### src/hdl/tcp_health_check_engine_core_defines.svh
// Assertion macros used by the engine's control module.
`ifndef TCP_HEALTH_CHECK_ENGINE_CORE_DEFINES_SVH
`define TCP_HEALTH_CHECK_ENGINE_CORE_DEFINES_SVH
`ifndef SYNTHESIS
`define HCE_ASSERT(lbl, clk, rst_n, prop, msg) \
	lbl: assert property (@(posedge clk) disable iff (!rst_n) prop) else $error(msg);
`define HCE_ASSERT_ALWAYS(lbl, clk, prop, msg) \
	lbl: assert property (@(posedge clk) prop) else $error(msg);
`else
`define HCE_ASSERT(lbl, clk, rst_n, prop, msg)
`define HCE_ASSERT_ALWAYS(lbl, clk, prop, msg)
`endif
`endif

### src/hdl/hce_pkg.sv
package hce_pkg;
	localparam int MAX_SERVERS_DEF = 16;
	localparam int COUNT_WIDTH_DEF = 24;
	localparam int PADDR_W = 4;

	localparam logic [23:0] INTERVAL_RST = 24'd3;
	localparam logic [23:0] TIMEOUT_RST  = 24'd1;
	localparam logic [31:0] SEQ_RST      = 32'd9999;

	localparam logic [1:0] REG_INTERVAL = 2'd0;
	localparam logic [1:0] REG_TIMEOUT  = 2'd1;
	localparam logic [1:0] REG_SEQ      = 2'd2;

	localparam logic [1:0] ACT_ADD    = 2'd0;
	localparam logic [1:0] ACT_REMOVE = 2'd1;
	localparam logic [1:0] ACT_REPLY  = 2'd2;
	localparam logic [1:0] ACT_TICK   = 2'd3;

	localparam logic [1:0] KIND_STATUS  = 2'd0;
	localparam logic [1:0] KIND_SYN     = 2'd1;
	localparam logic [1:0] KIND_RST     = 2'd2;
	localparam logic [1:0] KIND_TIMEOUT = 2'd3;

	localparam logic [1:0] CODE_OK       = 2'd0;
	localparam logic [1:0] CODE_EXISTS   = 2'd1;
	localparam logic [1:0] CODE_NOTFOUND = 2'd2;
	localparam logic [1:0] CODE_FULL     = 2'd3;

	localparam logic [1:0] H_UNKNOWN = 2'd0;
	localparam logic [1:0] H_HEALTHY = 2'd1;
	localparam logic [1:0] H_FAILED  = 2'd2;

	typedef struct packed {
		logic [1:0]  action;
		logic        is_udp;
		logic [31:0] server_ip;
		logic [15:0] server_port;
		logic        flag_rst;
		logic        flag_syn;
		logic        flag_ack;
		logic [31:0] reply_seq;
		logic [31:0] reply_ack_num;
	} req_t;

	typedef struct packed {
		logic [1:0]  kind;
		logic [1:0]  code;
		logic [31:0] dest_ip;
		logic [15:0] dest_port;
		logic [31:0] seg_seq;
		logic [31:0] seg_ack;
		logic [1:0]  health;
		logic        last;
	} rsp_t;

	typedef struct packed {
		logic load;
		logic next;
		logic scan;
		logic tick_step;
		logic finish;
		logic push_pend;
		logic push_second;
	} cmd_t;

	typedef struct packed {
		logic is_tick;
		logic last_idx;
		logic fire;
		logic pend_valid;
		logic can_push;
		logic two_results;
	} stat_t;
endpackage

### src/hdl/hce_ram.sv
module hce_ram #(
	parameter int WIDTH = 8,
	parameter int DEPTH = 16,
	parameter int AW = (DEPTH > 1) ? $clog2(DEPTH) : 1
) (
	input  logic             clk,
	input  logic             we,
	input  logic [AW-1:0]    waddr,
	input  logic [WIDTH-1:0] wdata,
	input  logic [AW-1:0]    raddr,
	output logic [WIDTH-1:0] rdata
);
	logic [WIDTH-1:0] mem_q [DEPTH];

	always_ff @(posedge clk) begin
		if (we) begin
			mem_q[waddr] <= wdata;
		end
		rdata <= mem_q[raddr];
	end
endmodule

### src/hdl/hce_dp.sv
module hce_dp #(
	parameter int MAX_SERVERS = hce_pkg::MAX_SERVERS_DEF,
	parameter int COUNT_WIDTH = hce_pkg::COUNT_WIDTH_DEF
) (
	input  logic              clk,
	input  logic              arst_n,
	input  hce_pkg::cmd_t     cmd,
	output hce_pkg::stat_t    st,
	input  hce_pkg::req_t     req,
	input  logic [23:0]       interval,
	input  logic [23:0]       timeout,
	input  logic [31:0]       probe_seq,
	output hce_pkg::rsp_t     rsp,
	output logic              rsp_valid,
	input  logic              rsp_ready
);
	localparam int IDX_W = (MAX_SERVERS > 1) ? $clog2(MAX_SERVERS) : 1;
	localparam int CW = COUNT_WIDTH;
	localparam int EW = CW + 52;

	hce_pkg::req_t    item_q;
	logic [IDX_W-1:0] idx_q;
	logic [MAX_SERVERS-1:0] valid_q;
	logic             match_found_q;
	logic [IDX_W-1:0] match_idx_q;
	logic [1:0]       match_health_q;
	logic             free_found_q;
	logic [IDX_W-1:0] free_idx_q;
	logic             pend_valid_q;
	hce_pkg::rsp_t    pend_q;
	logic             rsp_valid_q;
	hce_pkg::rsp_t    rsp_q;

	logic             we;
	logic [IDX_W-1:0] waddr;
	logic [EW-1:0]    wdata;
	logic [EW-1:0]    rdata;

	logic             rd_udp;
	logic [31:0]      rd_ip;
	logic [15:0]      rd_port;
	logic [1:0]       rd_health;
	logic             rd_await;
	logic [CW-1:0]    rd_cd;
	logic [31:0]      int_ext;
	logic [31:0]      tmo_ext;
	logic [CW-1:0]    cd_int;
	logic [CW-1:0]    cd_tmo;
	logic             key_udp;
	logic             cur_valid;
	logic             hit;
	logic             live;
	logic             expire;
	logic             can_push;
	logic             is_reply;
	logic             two;
	hce_pkg::rsp_t    tick_res;
	hce_pkg::rsp_t    fin_res;
	logic             fin_we;
	logic [IDX_W-1:0] fin_addr;
	logic [1:0]       fin_health;

	hce_ram #(.WIDTH(EW), .DEPTH(MAX_SERVERS), .AW(IDX_W)) u_ram (
		.clk(clk), .we(we), .waddr(waddr), .wdata(wdata), .raddr(idx_q), .rdata(rdata)
	);

	assign rd_cd     = rdata[CW-1:0];
	assign rd_await  = rdata[CW];
	assign rd_health = rdata[CW+2:CW+1];
	assign rd_port   = rdata[CW+18:CW+3];
	assign rd_ip     = rdata[CW+50:CW+19];
	assign rd_udp    = rdata[CW+51];

	assign int_ext = {8'd0, interval};
	assign tmo_ext = {8'd0, timeout};
	assign cd_int  = int_ext[CW-1:0];
	assign cd_tmo  = tmo_ext[CW-1:0];

	assign is_reply  = item_q.action == hce_pkg::ACT_REPLY;
	assign key_udp   = is_reply ? 1'b0 : item_q.is_udp;
	assign cur_valid = valid_q[idx_q];
	assign hit = cur_valid && rd_udp == key_udp && rd_ip == item_q.server_ip
		&& rd_port == item_q.server_port;
	assign live   = cur_valid && !rd_udp;
	assign expire = rd_cd <= CW'(1);
	assign can_push = !rsp_valid_q || rsp_ready;
	assign two = is_reply && match_found_q && !item_q.flag_rst && item_q.flag_syn
		&& item_q.flag_ack;

	always_comb begin
		tick_res.kind      = rd_await ? hce_pkg::KIND_TIMEOUT : hce_pkg::KIND_SYN;
		tick_res.code      = hce_pkg::CODE_OK;
		tick_res.dest_ip   = rd_ip;
		tick_res.dest_port = rd_port;
		tick_res.seg_seq   = rd_await ? 32'd0 : probe_seq;
		tick_res.seg_ack   = 32'd0;
		tick_res.health    = rd_await ? hce_pkg::H_FAILED : rd_health;
		tick_res.last      = 1'b0;
	end

	always_comb begin
		fin_res.kind      = hce_pkg::KIND_STATUS;
		fin_res.code      = hce_pkg::CODE_OK;
		fin_res.dest_ip   = item_q.server_ip;
		fin_res.dest_port = item_q.server_port;
		fin_res.seg_seq   = 32'd0;
		fin_res.seg_ack   = 32'd0;
		fin_res.health    = hce_pkg::H_UNKNOWN;
		fin_res.last      = !two;
		fin_we     = 1'b0;
		fin_addr   = match_idx_q;
		fin_health = hce_pkg::H_UNKNOWN;
		case (item_q.action)
			hce_pkg::ACT_ADD: begin
				if (match_found_q) begin
					fin_res.code   = hce_pkg::CODE_EXISTS;
					fin_res.health = match_health_q;
				end else if (!free_found_q) begin
					fin_res.code = hce_pkg::CODE_FULL;
				end else begin
					fin_we   = 1'b1;
					fin_addr = free_idx_q;
				end
			end
			hce_pkg::ACT_REMOVE: begin
				if (!match_found_q) begin
					fin_res.code = hce_pkg::CODE_NOTFOUND;
				end
			end
			hce_pkg::ACT_REPLY: begin
				if (!match_found_q) begin
					fin_res.code = hce_pkg::CODE_NOTFOUND;
				end else if (item_q.flag_rst) begin
					fin_we         = 1'b1;
					fin_health     = hce_pkg::H_FAILED;
					fin_res.health = hce_pkg::H_FAILED;
				end else if (two) begin
					fin_we         = 1'b1;
					fin_health     = hce_pkg::H_HEALTHY;
					fin_res.health = hce_pkg::H_HEALTHY;
				end else begin
					fin_res.health = match_health_q;
				end
			end
			default: begin
				fin_res.code = hce_pkg::CODE_OK;
			end
		endcase
	end

	always_comb begin
		we    = 1'b0;
		waddr = idx_q;
		wdata = rdata;
		if (cmd.tick_step && live) begin
			we = 1'b1;
			if (!expire) begin
				wdata = {rd_udp, rd_ip, rd_port, rd_health, rd_await, rd_cd - CW'(1)};
			end else if (!rd_await) begin
				wdata = {rd_udp, rd_ip, rd_port, rd_health, 1'b1, cd_tmo};
			end else begin
				wdata = {rd_udp, rd_ip, rd_port, hce_pkg::H_FAILED, 1'b0, cd_int};
			end
		end else if (cmd.finish && fin_we) begin
			we    = 1'b1;
			waddr = fin_addr;
			wdata = {key_udp, item_q.server_ip, item_q.server_port, fin_health, 1'b0,
				cd_int};
		end
	end

	always_ff @(posedge clk) begin
		if (cmd.load) begin
			item_q <= req;
		end
		if (cmd.scan && hit && !match_found_q) begin
			match_idx_q    <= idx_q;
			match_health_q <= rd_health;
		end
		if (cmd.scan && !cur_valid && !free_found_q) begin
			free_idx_q <= idx_q;
		end
		if (cmd.tick_step && live && expire) begin
			pend_q <= tick_res;
		end
		if (cmd.finish) begin
			rsp_q <= fin_res;
		end else if (cmd.push_second) begin
			rsp_q.kind      <= hce_pkg::KIND_RST;
			rsp_q.code      <= hce_pkg::CODE_OK;
			rsp_q.dest_ip   <= item_q.server_ip;
			rsp_q.dest_port <= item_q.server_port;
			rsp_q.seg_seq   <= item_q.reply_ack_num + 32'd1;
			rsp_q.seg_ack   <= item_q.reply_seq + 32'd1;
			rsp_q.health    <= hce_pkg::H_HEALTHY;
			rsp_q.last      <= 1'b1;
		end else if (cmd.push_pend) begin
			rsp_q      <= pend_q;
			rsp_q.last <= 1'b1;
		end else if (cmd.tick_step && live && expire && pend_valid_q) begin
			rsp_q <= pend_q;
		end
	end

	always_ff @(posedge clk or negedge arst_n) begin
		if (!arst_n) begin
			idx_q         <= '0;
			valid_q       <= '0;
			match_found_q <= 1'b0;
			free_found_q  <= 1'b0;
			pend_valid_q  <= 1'b0;
			rsp_valid_q   <= 1'b0;
		end else begin
			if (cmd.load) begin
				idx_q         <= '0;
				match_found_q <= 1'b0;
				free_found_q  <= 1'b0;
				pend_valid_q  <= 1'b0;
			end else if (cmd.next) begin
				idx_q <= idx_q + IDX_W'(1);
			end
			if (cmd.scan && hit) begin
				match_found_q <= 1'b1;
			end
			if (cmd.scan && !cur_valid) begin
				free_found_q <= 1'b1;
			end
			if (cmd.tick_step && live && expire) begin
				pend_valid_q <= 1'b1;
			end else if (cmd.push_pend) begin
				pend_valid_q <= 1'b0;
			end
			if (cmd.finish && item_q.action == hce_pkg::ACT_ADD && fin_we) begin
				valid_q[free_idx_q] <= 1'b1;
			end
			if (cmd.finish && item_q.action == hce_pkg::ACT_REMOVE && match_found_q) begin
				valid_q[match_idx_q] <= 1'b0;
			end
			if (cmd.finish || cmd.push_second || cmd.push_pend
				|| (cmd.tick_step && live && expire && pend_valid_q)) begin
				rsp_valid_q <= 1'b1;
			end else if (rsp_ready) begin
				rsp_valid_q <= 1'b0;
			end
		end
	end

	assign st.is_tick     = item_q.action == hce_pkg::ACT_TICK;
	assign st.last_idx    = idx_q == IDX_W'(MAX_SERVERS - 1);
	assign st.fire        = live && expire;
	assign st.pend_valid  = pend_valid_q;
	assign st.can_push    = can_push;
	assign st.two_results = two;

	assign rsp       = rsp_q;
	assign rsp_valid = rsp_valid_q;
endmodule

### src/hdl/hce_ctrl.sv
`include "tcp_health_check_engine_core_defines.svh"

module hce_ctrl (
	input  logic           clk,
	input  logic           arst_n,
	input  logic           req_valid,
	output logic           req_ready,
	input  hce_pkg::stat_t st,
	output hce_pkg::cmd_t  cmd
);
	localparam logic [2:0] S_IDLE = 3'd0;
	localparam logic [2:0] S_RD   = 3'd1;
	localparam logic [2:0] S_CHK  = 3'd2;
	localparam logic [2:0] S_FIN1 = 3'd3;
	localparam logic [2:0] S_FIN2 = 3'd4;

	logic [2:0] state_q;
	logic [2:0] state_d;

	assign req_ready = state_q == S_IDLE;

	always_comb begin
		cmd     = '0;
		state_d = state_q;
		case (state_q)
			S_IDLE: begin
				if (req_valid) begin
					cmd.load = 1'b1;
					state_d  = S_RD;
				end
			end
			S_RD: begin
				state_d = S_CHK;
			end
			S_CHK: begin
				if (!st.is_tick) begin
					cmd.scan = 1'b1;
				end
				// A firing entry has to hand the held result on before it takes its place.
				if (st.is_tick && st.fire && st.pend_valid && !st.can_push) begin
					state_d = S_CHK;
				end else begin
					cmd.tick_step = st.is_tick;
					if (st.last_idx) begin
						state_d = S_FIN1;
					end else begin
						cmd.next = 1'b1;
						state_d  = S_RD;
					end
				end
			end
			S_FIN1: begin
				if (st.is_tick) begin
					if (!st.pend_valid) begin
						state_d = S_IDLE;
					end else if (st.can_push) begin
						cmd.push_pend = 1'b1;
						state_d       = S_IDLE;
					end
				end else if (st.can_push) begin
					cmd.finish = 1'b1;
					state_d    = st.two_results ? S_FIN2 : S_IDLE;
				end
			end
			S_FIN2: begin
				if (st.can_push) begin
					cmd.push_second = 1'b1;
					state_d         = S_IDLE;
				end
			end
			default: begin
				state_d = S_IDLE;
			end
		endcase
	end

	always_ff @(posedge clk or negedge arst_n) begin
		if (!arst_n) begin
			state_q <= S_IDLE;
		end else begin
			state_q <= state_d;
		end
	end

	`HCE_ASSERT(a_push_room, clk, arst_n, (cmd.finish || cmd.push_second || cmd.push_pend) |-> st.can_push, "result pushed over an unaccepted item")
	`HCE_ASSERT(a_tick_push_room, clk, arst_n, (cmd.tick_step && st.fire && st.pend_valid) |-> st.can_push, "held tick result lost")
	`HCE_ASSERT(a_one_push, clk, arst_n, $onehot0({cmd.finish, cmd.push_second, cmd.push_pend}), "two results pushed at once")
	`HCE_ASSERT(a_second_follows, clk, arst_n, cmd.push_second |-> $past(state_q) == S_FIN1 || $past(state_q) == S_FIN2, "reset segment without its status")
endmodule

### src/hdl/tcp_health_check_engine_core.sv
// Health-check engine for up to MAX_SERVERS backend servers. Each request item (add, remove,
// probe reply or tick) is handled by a scan of the whole entry table held in a RAM with one
// read and one write port, entry by entry (read, then check and write back), then by the issue
// of the final results, which the result side can hold off. A tick yields one result item per
// firing TCP entry, in table order, and none when nothing fires; every other action yields one
// status item, and a SYN-ACK reply to a known server adds an RST item after it. The last result
// of each request carries last. Registers at 0x0, 0x4 and 0x8 set the probe interval, reply
// timeout and SYN sequence number, and should be written only while the engine is idle.
module tcp_health_check_engine_core #(
	parameter int MAX_SERVERS = hce_pkg::MAX_SERVERS_DEF,
	parameter int COUNT_WIDTH = hce_pkg::COUNT_WIDTH_DEF
) (
	input  logic                        clk,
	input  logic                        arst_n,
	input  logic                        req_valid,
	output logic                        req_ready,
	input  hce_pkg::req_t               req,
	output logic                        rsp_valid,
	input  logic                        rsp_ready,
	output hce_pkg::rsp_t               rsp,
	input  logic                        psel,
	input  logic                        penable,
	input  logic                        pwrite,
	input  logic [hce_pkg::PADDR_W-1:0] paddr,
	input  logic [31:0]                 pwdata,
	output logic [31:0]                 prdata,
	output logic                        pready
);
	logic [23:0]    interval_q;
	logic [23:0]    timeout_q;
	logic [31:0]    seq_q;
	logic [1:0]     reg_idx;
	hce_pkg::cmd_t  cmd;
	hce_pkg::stat_t st;

	assign pready  = 1'b1;
	assign reg_idx = paddr[3:2];

	always_ff @(posedge clk or negedge arst_n) begin
		if (!arst_n) begin
			interval_q <= hce_pkg::INTERVAL_RST;
			timeout_q  <= hce_pkg::TIMEOUT_RST;
			seq_q      <= hce_pkg::SEQ_RST;
		end else if (psel && penable && pwrite) begin
			case (reg_idx)
				hce_pkg::REG_INTERVAL: interval_q <= pwdata[23:0];
				hce_pkg::REG_TIMEOUT:  timeout_q  <= pwdata[23:0];
				hce_pkg::REG_SEQ:      seq_q      <= pwdata;
				default: begin
				end
			endcase
		end
	end

	always_comb begin
		case (reg_idx)
			hce_pkg::REG_INTERVAL: prdata = {8'd0, interval_q};
			hce_pkg::REG_TIMEOUT:  prdata = {8'd0, timeout_q};
			hce_pkg::REG_SEQ:      prdata = seq_q;
			default:               prdata = 32'd0;
		endcase
	end

	hce_ctrl u_ctrl (
		.clk(clk), .arst_n(arst_n), .req_valid(req_valid), .req_ready(req_ready),
		.st(st), .cmd(cmd)
	);

	hce_dp #(.MAX_SERVERS(MAX_SERVERS), .COUNT_WIDTH(COUNT_WIDTH)) u_dp (
		.clk(clk), .arst_n(arst_n), .cmd(cmd), .st(st), .req(req),
		.interval(interval_q), .timeout(timeout_q), .probe_seq(seq_q),
		.rsp(rsp), .rsp_valid(rsp_valid), .rsp_ready(rsp_ready)
	);
endmodule
### config.mk
export PLATFORM = sky130hd
export DESIGN_NAME = tcp_health_check_engine_core
export DESIGN_NICKNAME = d
export VERILOG_FILES = /design/src/hdl/hce_pkg.sv /design/src/hdl/hce_ram.sv /design/src/hdl/hce_dp.sv /design/src/hdl/hce_ctrl.sv /design/src/hdl/tcp_health_check_engine_core.sv
export VERILOG_INCLUDE_DIRS = /design/src /design/src/hdl
export SDC_FILE = /design/constraint.sdc
export NUM_CORES = 2
export LEC_CHECK = 0
export BUFFER_PORTS_ARGS = -buffer_cell sky130_fd_sc_hd__buf_2
export CORE_MARGIN = 2
export CORE_UTILIZATION = 61
export DETAILED_ROUTE_END_ITERATION = 16
export HOLD_SLACK_MARGIN = 0.15
export MAX_ROUTING_LAYER = met4
export PLACE_DENSITY = 0.83
export SLEW_MARGIN = 20
export SYNTH_ARGS = -nofsm -noshare
export SYNTH_HDL_FRONTEND = slang
export SYNTH_SLANG_ARGS = --single-unit
### constraint.sdc
create_clock -name clk -period 11.09 [get_ports clk]
set_input_delay 1.6635 -clock clk [delete_from_list [all_inputs] [get_ports clk]]
set_output_delay 1.6635 -clock clk [all_outputs]
set_load 0.03 [all_outputs]
== Yosys cells after proc, flatten, opt, wreduce, memory -nomap -nowiden ==
Memories as Yosys holds them, arrays and structs flattened. A register that Yosys moved wholly into a read port is not among the register bits.
Cells that the tools add are included.

* Mux-type cells: 78
* Reductions and logical operators: 57
* Bitwise gates (word level): 3
* Add/subtract/negate cells: 4
* Order comparisons: 6
* $mul: 0
* Equal/unequal tests: 15
* Divide/modulo/power cells: 0
* Shift-type cells: 0

{| class="wikitable"
|+ Operators by type and width
! kind !! count
|-
| $mux W119 || 3
|-
| $mux W76 || 2
|-
| $mux W117 || 1
|-
| $pmux W32 S3 || 1
|-
| $add A32 B1 Y32 const B || 2
|-
| $mux W27 || 2
|-
| $eq A32 B32 Y1 || 1
|-
| $mux W1 || 32
|-
| $mux W16 || 2
|-
| $logic_and A1 B1 Y1 || 28
|-
| $mux W2 || 14
|-
| $mux W4 || 7
|-
| $le A24 B1 Y1 const B || 1
|-
| $sub A24 B1 Y24 const B || 1
|-
| $mux W3 || 7
|-
| $and A16 B16 Y16 || 1
|-
| $eq A16 B16 Y1 || 1
|-
| $not A16 Y16 || 1
|-
| $or A16 B16 Y16 || 1
|-
| $lt A4 B5 Y1 const B || 3
|-
| $pmux W3 S5 || 1
|-
| $reduce_bool A2 Y1 || 5
|-
| $demux W1 S4 || 2
|-
| $ge A4 B1 Y1 const B || 2
|-
| 21 further kinds || 42
|}

* ROM bits: 0
* Register bits: 438
* Latch bits: 0
* Input bits: 161
* Output and inout bits: 154
* Memories: 1
* Word-level logic and storage cells: 200
* Bits in writable memories: 1216

{| class="wikitable"
|+ Memory list
! memory !! words !! width !! read ports !! clocked after Yosys merged registers in !! write ports !! RTL line !! source
|-
| u_dp.u_ram.mem_q || 16 || 76 || 1 || 1 || 1 || hce_ram.sv:13 || <nowiki>logic [WIDTH-1:0] mem_q [DEPTH];</nowiki>
|}

== Depth between registers and ports, before layout ==
* Depth after elaboration: 16
* Mapped depth: 11
* Depth with buffers taken out: 8

== Modules after synthesis ==
Synthesis repeated with hierarchy kept, for this count alone.

* Cells, all modules: 3689
* Area total of the unflattened synthesis: 67592.3 µm²

{| class="wikitable"
|+ Modules (own cells, without submodules)
! module !! area an instance (µm²) !! times used !! cells an instance
|-
| hce_ram || 46993.8 || 1 || 1952
|-
| hce_dp || 16676.0 || 1 || 1441
|-
| tcp_health_check_engine_core || 3653.5 || 1 || 264
|-
| hce_ctrl || 269.0 || 1 || 32
|}

== Worst setup path after synthesis ==
OpenSTA, ideal clock, no wires.

* Kind: input to register
* From: input port rsp_ready
* To: memory u_dp.u_ram.mem_q[0][24] in the netlist's numbering, data pin
* Stages: 7
* Data arrival time: 7.471 ns
* Setup time: 0.587 ns
* Path buffers: 1
* Path slack: 3.032 ns
* Data required time: 10.503 ns
* Cells stage by stage: nand4b_1 > nor4_1 > a31o_2 > or2_2 > buf_2 > nor2_1 > o21ai_0

* Cells in the longest elaborated chain, start to end: 7
* Elaborated cells on any way between the ends: 12
* Classes of those cells: 7 x mux; 5 x reduce/logical

{| class="wikitable"
|+ RTL lines
! element !! RTL line !! source
|-
| start, declared || tcp_health_check_engine_core.sv:19 || <nowiki>input logic rsp_ready,</nowiki>
|-
| $logic_or A1 B1 Y1 (*) || hce_dp.sv:86 || <nowiki>assign can_push = !rsp_valid_q || rsp_ready;</nowiki>
|-
| $mux W1 / $logic_not A1 Y1 (equally long branches) || hce_ctrl.sv:60, hce_ctrl.sv:40 ||
|-
| $mux W1 / $logic_and A1 B1 Y1 (equally long branches) || hce_ctrl.sv:53, hce_ctrl.sv:40 ||
|-
| $mux W2 / $mux W1 (equally long branches) || hce_ctrl.sv:25, hce_ctrl.sv:40 ||
|-
| $logic_and A1 B1 Y1 / $mux W3 (equally long branches) || hce_dp.sv:164, hce_ctrl.sv:25 ||
|-
| $mux W76 / $logic_and A1 B1 Y1 (equally long branches) || hce_dp.sv:164, hce_dp.sv:155 ||
|-
| $mux W76 (*) || hce_dp.sv:155 || <nowiki>if (cmd.tick_step && live) begin</nowiki>
|-
| via u_dp.u_ram.wdata[24] || hce_ram.sv:9 || <nowiki>input logic [WIDTH-1:0] wdata,</nowiki>
|-
| end, declared || hce_ram.sv:13 ||
|}

The timed path passes the listed nets; every way through them passes the cells marked *.

== Worst setup path after layout ==
* From: register u_dp.item_q[116] in the netlist's numbering
* To: memory u_dp.u_ram.mem_q[3][0] in the netlist's numbering, enable pin

* Cells in the longest elaborated chain, start to end: 14
* Elaborated cells on any way between the ends: 27
* Classes of those cells: 2 x eq/ne; 15 x mux; 10 x reduce/logical

{| class="wikitable"
|+ RTL lines
! element !! RTL line !! source
|-
| start, declared || hce_dp.sv:21 || <nowiki>hce_pkg::req_t item_q;</nowiki>
|-
| start signal, assigned || hce_dp.sv:174 || <nowiki>item_q <= req;</nowiki>
|-
| $eq A2 B2 Y1 || hce_dp.sv:79, hce_dp.sv:113 ||
|-
| $logic_and A1 B1 Y1 (3 in series) || hce_dp.sv:87 || <nowiki>assign two = is_reply && match_found_q && !item_q.flag_rst && item_q.flag_syn</nowiki>
|-
| $logic_and A1 B1 Y1 || hce_dp.sv:88 || <nowiki>&& item_q.flag_ack;</nowiki>
|-
| $mux W1 || hce_dp.sv:137 || <nowiki>end else if (two) begin</nowiki>
|-
| $mux W1 || hce_dp.sv:133 || <nowiki>end else if (item_q.flag_rst) begin</nowiki>
|-
| $mux W1 || hce_dp.sv:131 || <nowiki>if (!match_found_q) begin</nowiki>
|-
| $pmux W1 S2 || hce_dp.sv:113 || <nowiki>case (item_q.action)</nowiki>
|-
| $logic_and A1 B1 Y1 || hce_dp.sv:164 || <nowiki>end else if (cmd.finish && fin_we) begin</nowiki>
|-
| $mux W1 || hce_dp.sv:164 ||
|-
| $mux W1 || hce_dp.sv:155 ||
|-
| $mux W1 || hce_ram.sv:16 || <nowiki>if (we) begin</nowiki>
|-
| $mux W1 (not written as such) || hce_ram.sv:17 || <nowiki>mem_q[waddr] <= wdata;</nowiki>
|}

Parallel ways exist; a longest one is shown, timed or not.

==> metrics.log <==
[metrics] Worst Max-Slew Pin Slew: roughly 1200 ps
[metrics] TritonRoute pass-1 iters: 5
[metrics] clock tree root buffer cell: sky130_fd_sc_hd__clkbuf_16
[metrics] routed length on met3: 18600 um
[metrics] overall fraction of global-route tracks in use: between 30 and 40%
[metrics] element type at the critical path end: flip-flop
[metrics] via count of the first global-routing pass: 37000
[metrics] syn_area_per_cell: 19.4 um2
[metrics] most common cell after layout, fill and taps aside: sky130_fd_sc_hd__edfxtp_1
[metrics] fraction of layout instances using a drive strength above 1: 30.6%
[metrics] Setup crit start: u_dp.item_q[116]$_DFFE_PP_
[metrics] area of the mapped netlist: 0.0671 mm2
[metrics] drt wl/cell: around 32 um
[metrics] clock tree from TritonCTS: built
[metrics] starting DRC count in detailed routing: roughly 5200
[metrics] starting utilization of the core area: 61.6%
[metrics] count of buffering cells on the critical path with inverters included: 3
[metrics] number of max-cap violations: 0
[metrics] standard cell with the maximum stage delay on the critical path: sky130_fd_sc_hd__buf_4
[metrics] nature of the critical path startpoint: flip-flop
[metrics] cell repeated most along the worst path: sky130_fd_sc_hd__buf_4
[metrics] startpoint of the most critical register-to-register path: u_dp.item_q[116]$_DFFE_PP_
[metrics] number of post-CTS setup repair buffers: 0
[metrics] largest clock skew in the final design: ~50 ps
[metrics] later-pin clock latency in the skew report: just over 800 ps
[metrics] maximum achievable frequency: 154 MHz
[metrics] clock sinks: 1729
[metrics] clock slew at the register clock pins of the worst setup and hold paths: 60 ps
[metrics] post-synthesis cell type with the largest combined area: sky130_fd_sc_hd__edfxtp_1
[metrics] H-tree depth reported by CTS: 4
[metrics] setup repair after global routing missed its margin: false
[metrics] final number of max-transition violations: 0
[metrics] Post-Synthesis Cells: 3456
[metrics] required time of the critical path: 11490 ps
[metrics] Die Footprint: 0.113 mm2
[metrics] highest metal layer used by the detailed router: met4
[metrics] Setup TNS Final: 0 ps
[metrics] routed length on met2: roughly 87000 um
[metrics] detailed-route via count: 36400
[metrics] power density over the cells: 245 mW/mm2
[metrics] count of hold-fix buffers inserted at cts: 0
[metrics] Final #Nets: ~4000
[metrics] EDFF count, synth: between 1000 and 1500
[metrics] net count of the mapped netlist: 3627
[metrics] adder-cell share of the synthesized area: 0.186%
[metrics] Final min period: 6510 ps
[metrics] CP Max Fanout: 55
[metrics] number of clock buffers inserted by TritonCTS: 167
[metrics] Crit path depth: 10
[metrics] Die X: ~340 um
[metrics] portion of netlist area occupied by mux cells: 16.1%
[metrics] portion of the post-synthesis area used by sequential elements: roughly three quarters
[metrics] number of top-level pins: 315
[metrics] ratio of final minimum period to clock period: about three fifths
[metrics] Placer Congestion: about 0.9
[metrics] worst IR drop on VDD: around 0.27 mV
[metrics] XOR/XNOR share of the synthesized area: 1.67%
[metrics] Area Growth Syn to Fin: 13.5%
[metrics] PortBufs: between 300 and 400
[metrics] core area: around 0.11 mm2
[metrics] wl on met1: 60800 um
[metrics] r2r worst-path depth: 10
[metrics] final number of hold-violating endpoints: 0
[metrics] DRC violations left: 0
[metrics] main combinational cell family by area after synthesis: multiplexers
[metrics] post_cts resized: 0
[metrics] count of endpoints failing setup in the final report: 0
[metrics] vertical die dimension: 336 um
[metrics] worst reg-to-reg setup slack: 4580 ps
[metrics] wire length reported by the detailed router: 173000 um
[metrics] pin count of the biggest net entering global routing: 169
[metrics] number of buffers between clock root and the deepest sink: 3
[metrics] first-pass GRT wire length: 253000 um
[metrics] antenna violations before repair: 8
[metrics] Crit Path Class: reg2reg
[metrics] Cell Chain, Critical Path: inv_1 -> ha_1 -> nand4b_1 -> o211ai_1 -> and2_4 -> buf_4 -> mux2_2 -> or3_1 -> nor2_4 -> buf_4
[metrics] Synth Flop Type: sky130_fd_sc_hd__edfxtp_1
[metrics] vias per inst: 6.75
[metrics] Max stage delay on crit path: 1000 ps
[metrics] relative slew slack: 18.3%
[metrics] number of nets with antenna violations after detailed routing: 0
[metrics] CP delay by family, top: buffers and inverters
[metrics] total half-perimeter wirelength after legalization and detailed placement: slightly below 90000 um
[metrics] flops & latches, synth: between 1500 and 2000
[metrics] Cell Rows: 121
[metrics] distinct cell type count after synthesis: 67
[metrics] commonest non-fill, non-tap cells in the layout: 1480 x sky130_fd_sc_hd__edfxtp_1, 383 x sky130_fd_sc_hd__mux4_2, 310 x sky130_fd_sc_hd__buf_2, 226 x sky130_fd_sc_hd__nand2_1, 168 x sky130_fd_sc_hd__clkbuf_16
[metrics] number of warnings issued by yosys: 0
[metrics] synthesized-area fraction occupied by and/or/nand/nor cells: under 10%
[metrics] Finished Core Util: between 60% and 70%
[metrics] result of the run: finished, final reports clean
[metrics] proportion of synthesized flip-flops having asynchronous set or reset: 6.19%
[metrics] termination of the worst setup path: u_dp.u_ram.mem_q[3][0]$_DFFE_PP_
[metrics] leakage power total: 25.4 nW
[metrics] fraction of synthesized cell area taken by the top area cell type: 66.2%
[metrics] synthesized-area fraction occupied by ao, oa, aoi and oai cells: 2.35%
[metrics] class of the worst hold path: reg2reg
[metrics] remaining global-route overflow: 0
[metrics] Critical Path AT: 6910 ps
[metrics] destination of the worst register-to-register timing path: u_dp.u_ram.mem_q[3][0]$_DFFE_PP_
[metrics] cell types occupying the most area after synthesis: sky130_fd_sc_hd__edfxtp_1 66%, sky130_fd_sc_hd__mux4_2 13%, sky130_fd_sc_hd__dfxtp_1 4.2%
## per-layer routing
| metal | global-route usage, % | up-vias |
|---|---|---|
| li1 | - | 14700 |
| met2 | 51.8 | 2608 |
| met3 | 6.47 | 443 |
| met1 | 40.7 | 18700 |
| met4 | 12.4 | 0 |
| met5 | - | - |
## Yosys cell counts, drive strengths merged (9+ instances only)
master	number
a221o	11
mux4	383
xor2	71
and3	10
ha	10
o31ai	11
buf	38
nor2b	46
nor3	24
mux2	131
dfstp	11
nand4	25
dfxtp	142
inv	21
a22o	27
o21ai	86
or4	10
xnor2	57
clkbuf	137
nor2	75
edfxtp	1480
dfrtp	96
a21oi	49
mux2i	68
nand2	229
a22oi	15
or3	9
a211oi	10
and2	11
nor4	32
nand3	65
## metrics by stage
stage                     total power, mW  hold slack (ps)  setup WS (ps)  cell area (um2)  std cells
after floorplan                      11.5              406           3030            67100       3456
after global placement               12.6              442           4380            70500       5078
after detailed placement             12.8              446           4270            70500       5078
after CTS                            18.6              464           4790            76100       5391
after global routing                 19.2              480           4490            76200       5399
final                                18.6              461           4580            76200       5401
## cell families after synthesis
logic type / after synthesis
xor gates and xnor gates: 128
adders and majority gates: 10
AOI/OAI and AO/OA: 243
other: 1
muxes: 582
and+or+nand+nor: 567
DFF: 1729
buffers and inverters: 196
## state kept, by name, indices dropped and copies added, names as in the netlist, 16 cells and up
signal            flops
u_dp.u_ram.mem_q   1216
u_dp.valid_q         16
timeout_q            24
interval_q           24
u_dp.pend_q          83
seq_q                32
u_dp.item_q          70
u_dp.fin_res         48
u_dp.u_ram.rdata     76
u_dp.rsp            119
## worst min path at each step
stage	from	end	slack, ps	cells after the start
detailed placement	u_dp.rsp[26]$_SDFFE_PP0P_	u_dp.rsp[26]$_SDFFE_PP0P_	450	1
CTS	u_dp.rsp[26]$_SDFFE_PP0P_	u_dp.rsp[26]$_SDFFE_PP0P_	460	1
finish	u_dp.rsp[26]$_SDFFE_PP0P_	u_dp.rsp[26]$_SDFFE_PP0P_	460	1
floorplan	u_dp.u_ram.rdata[24]$_DFF_P_	u_dp.pend_q[118]$_DFFE_PP_	410	0
global placement	u_dp.rsp[26]$_SDFFE_PP0P_	u_dp.rsp[26]$_SDFFE_PP0P_	440	1
global route	u_dp.rsp[26]$_SDFFE_PP0P_	u_dp.rsp[26]$_SDFFE_PP0P_	480	1
## layout make-up
cell class | count | area (um2)
clock inverters | 80 | 933
flip-flops and latches | 1729 | 50000
multi-input cells | 1531 | 16600
fillers | 6184 | 32800
diodes | 9 | 22.5
well taps | 1414 | 1770
inverters | 21 | 83.8
clock buffers | 233 | 4690
repair buffers | 384 | 2150
## report_power, final
group / internal (mW) / switching, mW / leakage, nW
combinational: 1.59 / 2.45 / 6.82
clock: 3.28 / 2.54 / 2.74
sequential: 8.26 / 0.513 / 15.9
Power figures use the tool's default switching activity.
